`src/rtl/csvt_pkg.sv`:
```
// ----------------------------------------------------------------------------
// csvt_pkg
// Shared constants, codes and types of the CSV field tokenizer.
// ----------------------------------------------------------------------------
`default_nettype none

package csvt_pkg;

   // characters of interest
   localparam logic [7:0] CHAR_COMMA    = 8'h2C;
   localparam logic [7:0] CHAR_QUOTE    = 8'h22;
   localparam logic [7:0] CHAR_NEWLINE  = 8'h0A;
   localparam logic [7:0] CHAR_SPACE    = 8'h20;
   localparam logic [7:0] CHAR_TAB      = 8'h09;
   localparam logic [7:0] CHAR_VTAB     = 8'h0B;
   localparam logic [7:0] CHAR_FORMFEED = 8'h0C;
   localparam logic [7:0] CHAR_CR       = 8'h0D;

   // field widths of the channels
   localparam int DATA_BITS       = 8;
   localparam int ROW_BITS        = 32;
   localparam int COL_OUT_BITS    = 6;
   localparam int OUT_OFFSET_BITS = 32;
   localparam int WIDE_BITS       = 64;

   // configuration port
   localparam int CSR_INDEX_BITS  = 8;
   localparam int CSR_DATA_BITS   = 64;
   localparam int HEADER_ROW_BITS = 32;
   localparam int KEEP_MASK_BITS  = 64;

   localparam logic [CSR_INDEX_BITS-1:0] CSR_HEADER_ROW = 8'd0;
   localparam logic [CSR_INDEX_BITS-1:0] CSR_KEEP_MASK  = 8'd1;

   // queue between front and back
   localparam int QUEUE_DEPTH    = 2;
   localparam int QUEUE_PTR_BITS = 1;
   localparam int QUEUE_CNT_BITS = 2;

   // finished field, as handed from the front to the back
   typedef struct packed {
      logic [ROW_BITS-1:0]     row;
      logic [COL_OUT_BITS-1:0] column;
      logic                    has_text;
      logic                    first_quote;
      logic                    last_quote;
      logic                    header;
   } field_ctl_type;

   function automatic logic is_space_char(input logic [7:0] c);
      return c inside {CHAR_SPACE, CHAR_FORMFEED, CHAR_NEWLINE, CHAR_CR, CHAR_TAB, CHAR_VTAB};
   endfunction

endpackage

`default_nettype wire

```
`src/rtl/csvt_if.sv`:
```
// ----------------------------------------------------------------------------
// csvt channel interfaces
// Valid/ready channels for input bytes and for finished field words.
// ----------------------------------------------------------------------------
`default_nettype none

interface csvt_req_if;
   logic       valid;
   logic       ready;
   logic [7:0] data_byte;

   modport source (output valid, output data_byte, input ready);
   modport sink   (input valid, input data_byte, output ready);
endinterface

interface csvt_rsp_if;
   logic        valid;
   logic        ready;
   logic [31:0] row_index;
   logic [5:0]  column_index;
   logic [31:0] text_start;
   logic [31:0] text_end;
   logic        field_empty;
   logic        is_header;

   modport source (output valid, output row_index, output column_index,
                   output text_start, output text_end, output field_empty,
                   output is_header, input ready);
   modport sink   (input valid, input row_index, input column_index,
                   input text_start, input text_end, input field_empty,
                   input is_header, output ready);
endinterface

`default_nettype wire

```
`src/rtl/csvt_front.sv`:
```
// ----------------------------------------------------------------------------
// csvt_front
// Takes one byte a cycle while push_ready is high; tracks quotes, counters
// and the field's text bounds; pushes a record per kept field a delimiter ends.
// ----------------------------------------------------------------------------
`default_nettype none

module csvt_front
   import csvt_pkg::*;
#(
   parameter int MAX_COLUMNS = 64,
   parameter int OFFSET_BITS = 32
) (
   input  wire                        clock,
   input  wire                        reset,
   input  wire                        csr_write_en,
   input  wire [CSR_INDEX_BITS-1:0]   csr_index,
   input  wire [CSR_DATA_BITS-1:0]    csr_write_data,
   csvt_req_if.sink                   req_bus,
   output logic                       push_valid,
   input  wire                        push_ready,
   output field_ctl_type              push_ctl,
   output logic [OFFSET_BITS-1:0]     push_first,
   output logic [OFFSET_BITS-1:0]     push_last
);

   localparam int COL_BITS = $clog2(MAX_COLUMNS + 1);

   logic [HEADER_ROW_BITS-1:0] header_row_ff;
   logic [KEEP_MASK_BITS-1:0]  keep_mask_ff;

   logic [OFFSET_BITS-1:0] offset_ff, offset_in;
   logic [ROW_BITS-1:0]    row_ff, row_in;
   logic [COL_BITS-1:0]    col_ff, col_in;
   logic                   inq_ff, inq_in;
   logic                   has_text_ff, has_text_in;
   logic [OFFSET_BITS-1:0] first_ff, first_in;
   logic [OFFSET_BITS-1:0] last_ff, last_in;
   logic                   fq_ff, fq_in;
   logic                   lq_ff, lq_in;

   logic                   accept;
   logic                   is_quote;
   logic                   ends_field;
   logic                   take_en;
   logic                   col_open;
   logic [COL_OUT_BITS-1:0] col_idx;

   assign req_bus.ready = push_ready;
   assign accept        = req_bus.valid && push_ready;

   assign is_quote   = (req_bus.data_byte == CHAR_QUOTE);
   assign ends_field = !inq_ff && ((req_bus.data_byte == CHAR_COMMA) ||
                                   (req_bus.data_byte == CHAR_NEWLINE));
   assign take_en    = accept && !ends_field && !is_space_char(req_bus.data_byte);
   assign col_open   = (col_ff < COL_BITS'(MAX_COLUMNS));
   assign col_idx    = COL_OUT_BITS'(col_ff);

   always_ff @(posedge clock) begin
      if (reset) begin
         header_row_ff <= '0;
         keep_mask_ff  <= '1;
      end else if (csr_write_en) begin
         if (csr_index == CSR_HEADER_ROW) begin
            header_row_ff <= csr_write_data[HEADER_ROW_BITS-1:0];
         end else if (csr_index == CSR_KEEP_MASK) begin
            keep_mask_ff <= csr_write_data[KEEP_MASK_BITS-1:0];
         end
      end
   end

   always_comb begin
      offset_in   = offset_ff;
      row_in      = row_ff;
      col_in      = col_ff;
      inq_in      = inq_ff;
      has_text_in = has_text_ff;
      first_in    = first_ff;
      last_in     = last_ff;
      fq_in       = fq_ff;
      lq_in       = lq_ff;
      push_valid  = 1'b0;

      if (accept) begin
         offset_in = offset_ff + 1'b1;
         if (is_quote) begin
            inq_in = !inq_ff;
         end
         if (ends_field) begin
            if (row_ff >= header_row_ff) begin
               if (col_open && keep_mask_ff[col_idx]) begin
                  push_valid = 1'b1;
               end
               if (col_open) begin
                  col_in = col_ff + 1'b1;
               end
            end
            has_text_in = 1'b0;
            first_in    = '0;
            last_in     = '0;
            fq_in       = 1'b0;
            lq_in       = 1'b0;
            inq_in      = 1'b0;
            if (req_bus.data_byte == CHAR_NEWLINE) begin
               col_in = '0;
               row_in = row_ff + 1'b1;
            end
         end
      end

      // non-whitespace byte widens the field's text bounds
      if (take_en) begin
         if (!has_text_ff) begin
            has_text_in = 1'b1;
            first_in    = offset_ff;
            fq_in       = is_quote;
         end
         last_in = offset_ff;
         lq_in   = is_quote;
      end
   end

   always_ff @(posedge clock) begin
      if (reset) begin
         offset_ff   <= '0;
         row_ff      <= '0;
         col_ff      <= '0;
         inq_ff      <= 1'b0;
         has_text_ff <= 1'b0;
         first_ff    <= '0;
         last_ff     <= '0;
         fq_ff       <= 1'b0;
         lq_ff       <= 1'b0;
      end else begin
         offset_ff   <= offset_in;
         row_ff      <= row_in;
         col_ff      <= col_in;
         inq_ff      <= inq_in;
         has_text_ff <= has_text_in;
         first_ff    <= first_in;
         last_ff     <= last_in;
         fq_ff       <= fq_in;
         lq_ff       <= lq_in;
      end
   end

   always_comb begin
      push_ctl.row         = row_ff;
      push_ctl.column      = col_idx;
      push_ctl.has_text    = has_text_ff;
      push_ctl.first_quote = fq_ff;
      push_ctl.last_quote  = lq_ff;
      push_ctl.header      = (row_ff == header_row_ff);
   end

   assign push_first = first_ff;
   assign push_last  = last_ff;

endmodule

`default_nettype wire

```
`src/rtl/csvt_queue.sv`:
```
// ----------------------------------------------------------------------------
// csvt_queue
// Two-entry queue between the front and the back of the tokenizer.
// ----------------------------------------------------------------------------
`default_nettype none

module csvt_queue
   import csvt_pkg::*;
#(
   parameter int WIDTH = 8
) (
   input  wire              clock,
   input  wire              reset,
   input  wire              push_valid,
   output logic             push_ready,
   input  wire [WIDTH-1:0]  push_data,
   output logic             pop_valid,
   input  wire              pop_ready,
   output logic [WIDTH-1:0] pop_data
);

   logic [WIDTH-1:0]          entry_ff [QUEUE_DEPTH];
   logic [QUEUE_PTR_BITS-1:0] wr_ptr_ff, wr_ptr_in;
   logic [QUEUE_PTR_BITS-1:0] rd_ptr_ff, rd_ptr_in;
   logic [QUEUE_CNT_BITS-1:0] count_ff, count_in;
   logic                      do_push;
   logic                      do_pop;

   assign push_ready = (count_ff != QUEUE_CNT_BITS'(QUEUE_DEPTH));
   assign pop_valid  = (count_ff != '0);
   assign pop_data   = entry_ff[rd_ptr_ff];
   assign do_push    = push_valid && push_ready;
   assign do_pop     = pop_valid && pop_ready;

   always_comb begin
      wr_ptr_in = do_push ? wr_ptr_ff + 1'b1 : wr_ptr_ff;
      rd_ptr_in = do_pop ? rd_ptr_ff + 1'b1 : rd_ptr_ff;
      count_in  = count_ff;
      if (do_push && !do_pop) begin
         count_in = count_ff + 1'b1;
      end else if (do_pop && !do_push) begin
         count_in = count_ff - 1'b1;
      end
   end

   always_ff @(posedge clock) begin
      if (reset) begin
         wr_ptr_ff <= '0;
         rd_ptr_ff <= '0;
         count_ff  <= '0;
      end else begin
         wr_ptr_ff <= wr_ptr_in;
         rd_ptr_ff <= rd_ptr_in;
         count_ff  <= count_in;
      end
   end

   always_ff @(posedge clock) begin
      if (do_push) begin
         entry_ff[wr_ptr_ff] <= push_data;
      end
   end

endmodule

`default_nettype wire

```
`src/rtl/csvt_back.sv`:
```
// ----------------------------------------------------------------------------
// csvt_back
// Strips one surrounding quote pair, forms the reported span and holds the
// result word in the output register.
// ----------------------------------------------------------------------------
`default_nettype none

module csvt_back
   import csvt_pkg::*;
#(
   parameter int OFFSET_BITS = 32
) (
   input  wire                     clock,
   input  wire                     reset,
   input  wire                     pop_valid,
   output logic                    pop_ready,
   input  field_ctl_type           pop_ctl,
   input  wire [OFFSET_BITS-1:0]   pop_first,
   input  wire [OFFSET_BITS-1:0]   pop_last,
   csvt_rsp_if.source              rsp_bus
);

   logic                       valid_ff, valid_in;
   logic [ROW_BITS-1:0]        row_ff;
   logic [COL_OUT_BITS-1:0]    col_ff;
   logic [OUT_OFFSET_BITS-1:0] start_ff, start_in;
   logic [OUT_OFFSET_BITS-1:0] end_ff, end_in;
   logic                       empty_ff, empty_in;
   logic                       header_ff;

   logic                       load;
   logic [OFFSET_BITS-1:0]     span_len;
   logic [OFFSET_BITS-1:0]     start_off;
   logic [OFFSET_BITS-1:0]     end_off;
   logic [WIDE_BITS-1:0]       start_wide;
   logic [WIDE_BITS-1:0]       end_wide;

   assign pop_ready = !valid_ff || rsp_bus.ready;
   assign load      = pop_valid && pop_ready;
   assign span_len  = pop_last - pop_first;

   always_comb begin
      start_off = '0;
      end_off   = '0;
      empty_in  = 1'b1;
      if (pop_ctl.has_text) begin
         if (pop_ctl.first_quote && pop_ctl.last_quote) begin
            // a lone quote or two adjacent quotes leave nothing
            if (span_len >= OFFSET_BITS'(2)) begin
               start_off = pop_first + 1'b1;
               end_off   = pop_last - 1'b1;
               empty_in  = 1'b0;
            end
         end else begin
            start_off = pop_first;
            end_off   = pop_last;
            empty_in  = 1'b0;
         end
      end
      start_wide = WIDE_BITS'(start_off);
      end_wide   = WIDE_BITS'(end_off);
      start_in   = start_wide[OUT_OFFSET_BITS-1:0];
      end_in     = end_wide[OUT_OFFSET_BITS-1:0];
   end

   always_comb begin
      valid_in = valid_ff;
      if (load) begin
         valid_in = 1'b1;
      end else if (rsp_bus.ready) begin
         valid_in = 1'b0;
      end
   end

   always_ff @(posedge clock) begin
      if (reset) begin
         valid_ff <= 1'b0;
      end else begin
         valid_ff <= valid_in;
      end
   end

   always_ff @(posedge clock) begin
      if (load) begin
         row_ff    <= pop_ctl.row;
         col_ff    <= pop_ctl.column;
         start_ff  <= start_in;
         end_ff    <= end_in;
         empty_ff  <= empty_in;
         header_ff <= pop_ctl.header;
      end
   end

   assign rsp_bus.valid        = valid_ff;
   assign rsp_bus.row_index    = row_ff;
   assign rsp_bus.column_index = col_ff;
   assign rsp_bus.text_start   = start_ff;
   assign rsp_bus.text_end     = end_ff;
   assign rsp_bus.field_empty  = empty_ff;
   assign rsp_bus.is_header    = header_ff;

endmodule

`default_nettype wire

```
`src/rtl/csv_field_tokenizer_top.sv`:
```
// ----------------------------------------------------------------------------
// csv_field_tokenizer_top
// Splits a CSV byte stream into fields and reports each kept field's span.
//
// req_bus carries one text byte per word; rsp_bus carries one word per kept
// field: row, column, trimmed and unquoted span, empty and header flags.
// csr_* writes header_row_index (index 0) and column_keep_mask (index 1);
// other indexes are ignored. Write registers only while the block is idle.
// Throughput is one byte per cycle while the queue has space, set by the
// front's update of the offset, row, column and quote state for each byte.
// The word for a field is written into the two-entry queue by the edge that
// accepts its comma or newline, and from there is loaded into the output
// register that drives rsp_bus.
// A stalled rsp_bus fills the output register and then the queue; req_bus
// ready drops only once the queue is full, and then no byte is taken, even
// one that ends no kept field, so ready depends on queue space alone.
// Reset clears all counters, the quote state, the queue and the output
// valid, sets header_row_index to 0 and column_keep_mask to all ones.
// ----------------------------------------------------------------------------
`default_nettype none

module csv_field_tokenizer_top
   import csvt_pkg::*;
#(
   parameter int MAX_COLUMNS = 64,
   parameter int OFFSET_BITS = 32
) (
   input  wire                      clock,
   input  wire                      reset,
   input  wire                      csr_write_en,
   input  wire [CSR_INDEX_BITS-1:0] csr_index,
   input  wire [CSR_DATA_BITS-1:0]  csr_write_data,
   csvt_req_if.sink                 req_bus,
   csvt_rsp_if.source               rsp_bus
);

   localparam int CTL_BITS = $bits(field_ctl_type);
   localparam int Q_BITS   = CTL_BITS + 2 * OFFSET_BITS;

   logic                   push_valid;
   logic                   push_ready;
   field_ctl_type          push_ctl;
   logic [OFFSET_BITS-1:0] push_first;
   logic [OFFSET_BITS-1:0] push_last;
   logic [Q_BITS-1:0]      push_data;

   logic                   pop_valid;
   logic                   pop_ready;
   logic [Q_BITS-1:0]      pop_data;
   field_ctl_type          pop_ctl;
   logic [OFFSET_BITS-1:0] pop_first;
   logic [OFFSET_BITS-1:0] pop_last;

   csvt_front #(
      .MAX_COLUMNS (MAX_COLUMNS),
      .OFFSET_BITS (OFFSET_BITS)
   ) u_front (
      .clock          (clock),
      .reset          (reset),
      .csr_write_en   (csr_write_en),
      .csr_index      (csr_index),
      .csr_write_data (csr_write_data),
      .req_bus        (req_bus),
      .push_valid     (push_valid),
      .push_ready     (push_ready),
      .push_ctl       (push_ctl),
      .push_first     (push_first),
      .push_last      (push_last)
   );

   assign push_data = {push_ctl, push_first, push_last};

   csvt_queue #(
      .WIDTH (Q_BITS)
   ) u_queue (
      .clock      (clock),
      .reset      (reset),
      .push_valid (push_valid),
      .push_ready (push_ready),
      .push_data  (push_data),
      .pop_valid  (pop_valid),
      .pop_ready  (pop_ready),
      .pop_data   (pop_data)
   );

   assign pop_ctl   = pop_data[Q_BITS-1 -: CTL_BITS];
   assign pop_first = pop_data[2*OFFSET_BITS-1 -: OFFSET_BITS];
   assign pop_last  = pop_data[OFFSET_BITS-1:0];

   csvt_back #(
      .OFFSET_BITS (OFFSET_BITS)
   ) u_back (
      .clock     (clock),
      .reset     (reset),
      .pop_valid (pop_valid),
      .pop_ready (pop_ready),
      .pop_ctl   (pop_ctl),
      .pop_first (pop_first),
      .pop_last  (pop_last),
      .rsp_bus   (rsp_bus)
   );

endmodule

`default_nettype wire

```
`src/flat_wrapper.sv`:
```
// flat-port wrapper written by rule: the top's interface ports become plain ports
module csv_field_tokenizer_top_flat import csvt_pkg::*;
#(
   parameter int MAX_COLUMNS = 64,
   parameter int OFFSET_BITS = 32
)
  (clock, reset, csr_write_en, csr_index, csr_write_data, req_bus_valid, req_bus_data_byte, req_bus_ready, rsp_bus_valid, rsp_bus_row_index, rsp_bus_column_index, rsp_bus_text_start, rsp_bus_text_end, rsp_bus_field_empty, rsp_bus_is_header, rsp_bus_ready);
  csvt_req_if req_bus_i ();
  csvt_rsp_if rsp_bus_i ();
  input  wire clock;
  input  wire reset;
  input  wire csr_write_en;
  input  wire [CSR_INDEX_BITS-1:0] csr_index;
  input  wire [CSR_DATA_BITS-1:0] csr_write_data;
  input wire logic [$bits(req_bus_i.valid)-1:0] req_bus_valid;
  input wire logic [$bits(req_bus_i.data_byte)-1:0] req_bus_data_byte;
  output wire logic [$bits(req_bus_i.ready)-1:0] req_bus_ready;
  output wire logic [$bits(rsp_bus_i.valid)-1:0] rsp_bus_valid;
  output wire logic [$bits(rsp_bus_i.row_index)-1:0] rsp_bus_row_index;
  output wire logic [$bits(rsp_bus_i.column_index)-1:0] rsp_bus_column_index;
  output wire logic [$bits(rsp_bus_i.text_start)-1:0] rsp_bus_text_start;
  output wire logic [$bits(rsp_bus_i.text_end)-1:0] rsp_bus_text_end;
  output wire logic [$bits(rsp_bus_i.field_empty)-1:0] rsp_bus_field_empty;
  output wire logic [$bits(rsp_bus_i.is_header)-1:0] rsp_bus_is_header;
  input wire logic [$bits(rsp_bus_i.ready)-1:0] rsp_bus_ready;
  assign req_bus_i.valid = req_bus_valid;
  assign req_bus_i.data_byte = req_bus_data_byte;
  assign req_bus_ready = req_bus_i.ready;
  assign rsp_bus_valid = rsp_bus_i.valid;
  assign rsp_bus_row_index = rsp_bus_i.row_index;
  assign rsp_bus_column_index = rsp_bus_i.column_index;
  assign rsp_bus_text_start = rsp_bus_i.text_start;
  assign rsp_bus_text_end = rsp_bus_i.text_end;
  assign rsp_bus_field_empty = rsp_bus_i.field_empty;
  assign rsp_bus_is_header = rsp_bus_i.is_header;
  assign rsp_bus_i.ready = rsp_bus_ready;
  csv_field_tokenizer_top #(.MAX_COLUMNS(MAX_COLUMNS), .OFFSET_BITS(OFFSET_BITS)) u_core (.clock(clock), .reset(reset), .csr_write_en(csr_write_en), .csr_index(csr_index), .csr_write_data(csr_write_data), .req_bus(req_bus_i), .rsp_bus(rsp_bus_i));
endmodule
```
`config.mk`:
```
export PLATFORM = sky130hd
export DESIGN_NAME = csv_field_tokenizer_top_flat
export DESIGN_NICKNAME = d
export VERILOG_FILES = /design/src/rtl/csvt_pkg.sv /design/src/rtl/csvt_if.sv /design/src/rtl/csvt_front.sv /design/src/rtl/csvt_queue.sv /design/src/rtl/csvt_back.sv /design/src/rtl/csv_field_tokenizer_top.sv /design/src/flat_wrapper.sv
export SDC_FILE = /design/constraint.sdc
export NUM_CORES = 1
export LEC_CHECK = 0
export BUFFER_PORTS_ARGS = -buffer_cell sky130_fd_sc_hd__buf_4
export CAP_MARGIN = 20
export CORE_MARGIN = 1
export CORE_UTILIZATION = 50
export DETAILED_ROUTE_END_ITERATION = 10
export PLACE_DENSITY_LB_ADDON = 0.1
export SLEW_MARGIN = 40
export SYNTH_ARGS = -nofsm -noshare
export SYNTH_HDL_FRONTEND = slang
export SYNTH_SLANG_ARGS = --single-unit
```
`constraint.sdc`:
```
create_clock -name clock -period 20.4 [get_ports clock]
set_clock_uncertainty 0.05 [all_clocks]
set_input_delay 6.12 -clock clock [delete_from_list [all_inputs] [get_ports clock]]
set_output_delay 6.12 -clock clock [all_outputs]
set_load 0.1 [all_outputs]
```
==> results_dict.tcl, run 1 <==
set metrics [dict create \
    status "finished, final reports clean" \
    drive_above_1_share 0.1711 \
    reg2regPathDepth 16 \
    ff2ff_setup_slack_ns 13.84 \
    avgViaCountPerCell 5.472 \
    placementRows 81 \
    fp.dieW_um 225.2 \
    place_hpwl_mm 39.79 \
    ys_warn_count 0 \
    peakVddDrop_v 0.0001077 \
    dp_cells 2992 \
    cts.sinks 557 \
    dieArea_um2 50720 \
    ys_top_cells_by_area "edfxtp_1, dfxtp_1, nand2_1" \
    overflow 0 \
    numCtsBuffers 55 \
    leakage_nw 10.98 \
    yosysSeqAreaShare 0.5746 \
    synth_largest_area_cell "edfxtp_1" \
    grt_first_pass_wirelength_mm 89.72 \
    grt_usage 0.2253 \
    synth_nets 2393 \
    setup_viol 0 \
    hold_class "reg2reg" \
    clockBufferDepth 3 \
    dr.pass1.iters 5 \
    grt_antenna_before_repair 0 \
    power.density_nw_per_um2 122.0 \
    min_period_ns 9.933 \
    drc 0 \
    cts_max_level 2 \
    drv_slew 0 \
    tightestPinTransition_ns 0.7932 \
    final_nets 2542 \
    synth_edf_count 316 \
    syn_avg_cell_area_um2 11.13 \
    reg.largest.list "u_core.u_queue.entry_ff: 212 flops, u_core.u_front.keep_mask_ff: 64 flops" \
    cp.required_ns 20.65 \
    rsz0062_at_grt "false" \
    largest-register "u_core.u_queue.entry_ff" \
    netlist_instances 2238 \
    first_iter_violations 1104 \
    die_y_um 225.2 \
    yosysUniqueCellTypes 83 \
    worst-setup-path-type "in2reg" \
    layout_common_cells "edfxtp_1, nand2_1, dfxtp_1, buf_4, nor2_1" \
    cp-startpoint "req_bus_data_byte[4]" \
    netlist_area_um2 24910 \
    cp-end-kind "flip-flop" \
    largest_reg_flops 212 \
    mostFrequentLayoutCell "edfxtp_1" \
    clk-insertion-delay-late_ns 0.61 \
    ys_ff_latch 557 \
    crit_path_max_fanout 49 \
    r2r-end "u_core.u_back.rsp_bus.text_start[6]" \
    hold_buffers 0 \
    startpoint_type "primary input" \
    clk_pin_slew_worst_paths_ns 0.06 \
    num_antenna_cells 0 \
    max_slew_margin 0.4712 \
    coreArea_um2 49050 \
    ant_nets 0 \
    gp_congestion 0.9063 \
    hold_violations 0 \
    cp.arrival_ns 10.19 \
    ios 191 \
    numPortBuffers 190 \
    grt_pass1_vias 16230 \
    cap_violations 0 \
    cts_resized 0 \
    root_buffer "clkbuf_16" \
    crit_path_end "u_core.u_queue.entry_ff[0][99]" \
    routed_wl_mm 56.66 \
    tns_ns 0 \
    fmax_mhz 100.7 \
    yosys_most_used_dff "edfxtp_1" \
    cts_tree "built" \
    fin_cells 3096 \
    cts_setup_buffers 0 \
    vias 16940 \
    area_growth_pct 14.82 \
    async_reset_ff_frac 0 \
    synth_top_area_frac 0.3809 \
    grt_max_degree 158 \
    fin_hold_ws_ns 0.4034 \
    initial_core_util 0.5079 \
    fin_crit_sh 0.4869 \
    wire_per_inst_um 18.30 \
]
-- cell type report --
type,instances,area (um2)
Sequential cell,557,14320
Clock inverter,16,92.59
Inverter,57,216.5
Multi-Input combinational cell,1506,9907
Tap cell,664,830.8
Timing Repair Buffer,210,1648
Clock buffer,86,1589
Fill cell,4201,20450
-- cells in the mapped netlist, types with 4 or more instances --
cell type  instances
and4_1             8
o22ai_1            4
buf_6              4
nand4_1           39
o21ai_0           45
buf_2             16
or3_1             18
a21oi_1          125
edfxtp_1         316
o21bai_1           4
clkbuf_1          88
and2_1            11
o211ai_1           4
nor2b_1           13
or2_2              7
mux2_2            58
nor4b_1            4
nor2_1           172
and3_1            17
o31a_1             4
nor3_1            86
a211oi_1           8
a31oi_1            8
mux2i_1           51
dfxtp_1          241
a21o_1            22
mux4_2            21
xnor2_1           65
a22oi_1           33
buf_4              6
ha_1              69
o21a_1             8
nand3b_1          68
nand3_1           71
nor4_1             6
nor3_2             5
inv_1             56
nand2_1          312
xor2_1            71
nand2b_1          14
-- metal layers --
metal	vias up	global-route usage	wire [um]
met5	-	0	0
met4	0	0.07856	1658
met3	94	0.04055	2810
met2	361	0.3659	26700
met1	8150	0.3033	25490
li1	8336	-	-
-- critical path, stage by stage --
cell,delay [ns]
buf_4,0.12
nor3_1,0.24
nand2b_1,0.12
nor4b_2,0.62
nand2_1,0.10
buf_4,0.29
a211oi_1,0.68
and3_1,0.35
nor2b_4,0.16
buf_4,0.56
buf_4,0.52
buf_12,0.26
-- worst min path at each step --
stage,start,to,slack (ns),cells after the start
floorplan,u_core.u_front.col_ff[3],u_core.u_queue.entry_ff[0][71],0.37,0
global placement,u_core.u_front.push_first[22],u_core.u_queue.entry_ff[1][54],0.38,0
detailed placement,u_core.u_front.push_first[17],u_core.u_queue.entry_ff[1][49],0.39,0
CTS,u_core.u_front.push_first[10],u_core.u_queue.entry_ff[0][42],0.40,0
global route,u_core.u_front.lq_ff,u_core.u_queue.entry_ff[0][65],0.41,0
finish,u_core.u_front.push_first[10],u_core.u_queue.entry_ff[0][42],0.40,0
-- per-stage QoR --
stage	util	total power [mW]	cell area (um2)	setup WS, ns
5_1_grt	0.5831	3.610	28600	10.16
6_report	0.5831	3.490	28600	10.47
3_3_place_gp	0.5463	2.559	26800	9.829
2_1_floorplan	-	2.327	24910	7.285
3_5_place_dp	0.5476	2.574	26860	9.727
4_1_cts	0.5819	3.523	28540	10.38
-- where the power goes --
group          switching [mW]  internal, mW  total, mW
Sequential             0.0394          1.31       1.35
Combinational           0.962         0.228       1.19
Clock                   0.414         0.534      0.948
-- cell families after synthesis --
family | count (synthesis) | synth area share
fa+ha+maj | 70 | 0.03546
flops | 557 | 0.5746
simple gates | 876 | 0.1728
xor+xnor | 136 | 0.04782
buf+inv | 175 | 0.03019
mux | 131 | 0.06625
compound gates | 293 | 0.07293
Note: power is estimated with default switching activity, not from simulation.
==> run 2, diff against run 1 <==
- clock period: 20.4 -> 9.8 ns (I/O delays scaled with it)
==> results_dict.tcl, run 2 (synthesis gave the netlist of run 1 again) <==
set metrics [dict create \
    status "finished, final reports clean" \
    hold_buffers 0 \
    clockBufferDepth 3 \
    cap_violations 0 \
    die_y_um 225.2 \
    clk-insertion-delay-late_ns 0.60 \
    wire_per_inst_um 18.11 \
    drive_above_1_share 0.1756 \
    routed_wl_mm 56.06 \
    crit_path_max_fanout 43 \
    vias 16950 \
    ios 191 \
    n_fill_cell 4193 \
    postPlaceCellArea_um2 26900 \
    cp.arrival_ns 6.51 \
    cts_resized 0 \
    min_period_ns 6.246 \
    tns_ns 0 \
    max_slew_margin 0.4687 \
    total_power_mw 7.470 \
    grt_max_degree 157 \
    cts_setup_buffers 0 \
    setup_viol 0 \
    hold_class "reg2reg" \
    root_buffer "clkbuf_16" \
    cts_tree "built" \
    grt_first_pass_wirelength_mm 88.49 \
    mostFrequentLayoutCell "edfxtp_1" \
    cp.required_ns 10.06 \
    hold_violations 0 \
    layout_common_cells "edfxtp_1, nand2_1, dfxtp_1, buf_4, nor2_1" \
    dieArea_um2 50720 \
    fmax_mhz 160.1 \
    power.density_nw_per_um2 258.9 \
    first_iter_violations 1032 \
    initial_core_util 0.5079 \
    drc 0 \
    fin_area_um2 28850 \
    tightestPinTransition_ns 0.7885 \
    largest_reg_flops 212 \
    leakage_nw 11.08 \
    rsz0062_at_grt "false" \
    gp_congestion 0.9415 \
    avgViaCountPerCell 5.475 \
    grt_antenna_before_repair 1 \
    reg.largest.list "u_core.u_queue.entry_ff: 212 flops, u_core.u_front.keep_mask_ff: 64 flops" \
    fin_crit_sh 0.6373 \
    numCtsBuffers 55 \
    fin_cells 3095 \
    place_hpwl_mm 39.77 \
    dr.pass1.iters 5 \
    clk_pin_slew_worst_paths_ns 0.06 \
    num_antenna_cells 0 \
    coreArea_um2 49050 \
    fp.dieW_um 225.2 \
    cts_max_level 2 \
    overflow 0 \
    numPortBuffers 190 \
    placementRows 81 \
    grt_usage 0.2218 \
    area_growth_pct 15.83 \
    ant_nets 0 \
    cp-end-kind "flip-flop" \
    peakVddDrop_v 0.0002319 \
    startpoint_type "flip-flop" \
    cts.sinks 557 \
    drv_slew 0 \
    grt_pass1_vias 16220 \
    final_nets 2540 \
    worst-setup-path-type "reg2reg" \
    largest-register "u_core.u_queue.entry_ff" \
    dp_cells 2990 \
]
-- run 2: cell types whose count changed in the layout (fill, tap and decap cells not counted), moves of 3 or more --
| cell | change |
|---|---|
| clkinv_2 | +3 |
| clkinv_1 | +5 |
| clkbuf_1 | -17 |
| bufinv_16 | +8 |
| buf_4 | -5 |
-- run 2: path summary, 6_finish.rpt --
kind / start / to / slack (ns) / cells past startpoint
setup / recovery: flip-flop / u_core.u_back.rsp_bus.text_end[0] / 3.55 / 16
hold / removal: u_core.u_front.push_first[23] / u_core.u_queue.entry_ff[1][55] / 0.40 / 0
setup reg to reg: flip-flop / u_core.u_back.rsp_bus.text_end[0] / 3.55 / 16
hold reg to reg: u_core.u_front.push_first[23] / u_core.u_queue.entry_ff[1][55] / 0.40 / 0
-- run 2: stage by stage --
stage	utilization	setup WS (ns)	hold slack, ns
after floorplan	-	1.896	0.3737
after global placement	0.5465	2.775	0.3847
after detailed placement	0.5483	2.577	0.3903
after CTS	0.5872	3.215	0.4047
after global routing	0.5882	3.228	0.4106
final	0.5882	3.554	0.4026
-- run 2: cell type report --
cell class	instances	area, um2	area share
clock buffer	66	1490	0.05165
clock inverter	37	415.4	0.01440
inverter	57	216.5	0.007502
multi-input combinational	1506	9908	0.3434
sequential	557	14320	0.4962
tap	664	830.8	0.02879
timing repair buffer	208	1674	0.05802
-- run 2: worst max-delay path, cell delays in order (launching register included) --
cell and delay (ns):
dfxtp_4 0.69, buf_4 0.61, mux2i_1 0.47, inv_1 0.13, ha_1 0.26, fa_1 0.42, nand2b_1 0.19, a21oi_1 0.27
o21ai_0 0.28, a211oi_1 0.46, nor2_1 0.08, a2111oi_0 0.41, and4_1 0.23, and4_1 0.21, and4_2 0.53, buf_4 0.47
nor3_1 0.12
-- run 2: per-layer routing --
layer / global-route usage / wire length, um / vias to the layer above / part of all wire
met1: 0.2968 / 25290 / 8155 / 0.45
met2: 0.3644 / 26610 / 383 / 0.47
met3: 0.03937 / 2557 / 84 / 0.046
met5: 0 / 0 / - / 0
met4: 0.07373 / 1613 / 0 / 0.029
li1: - / - / 8323 / -
-- run 2: power breakdown --
part           total (mW)  internal [mW]  leakage (nW)  switching (mW)
combinational        2.46          0.466          4.85            2.00
clock                2.19           1.30         0.925           0.888
sequential           2.82           2.73          5.30          0.0866
total                7.47           4.50          11.1            2.97
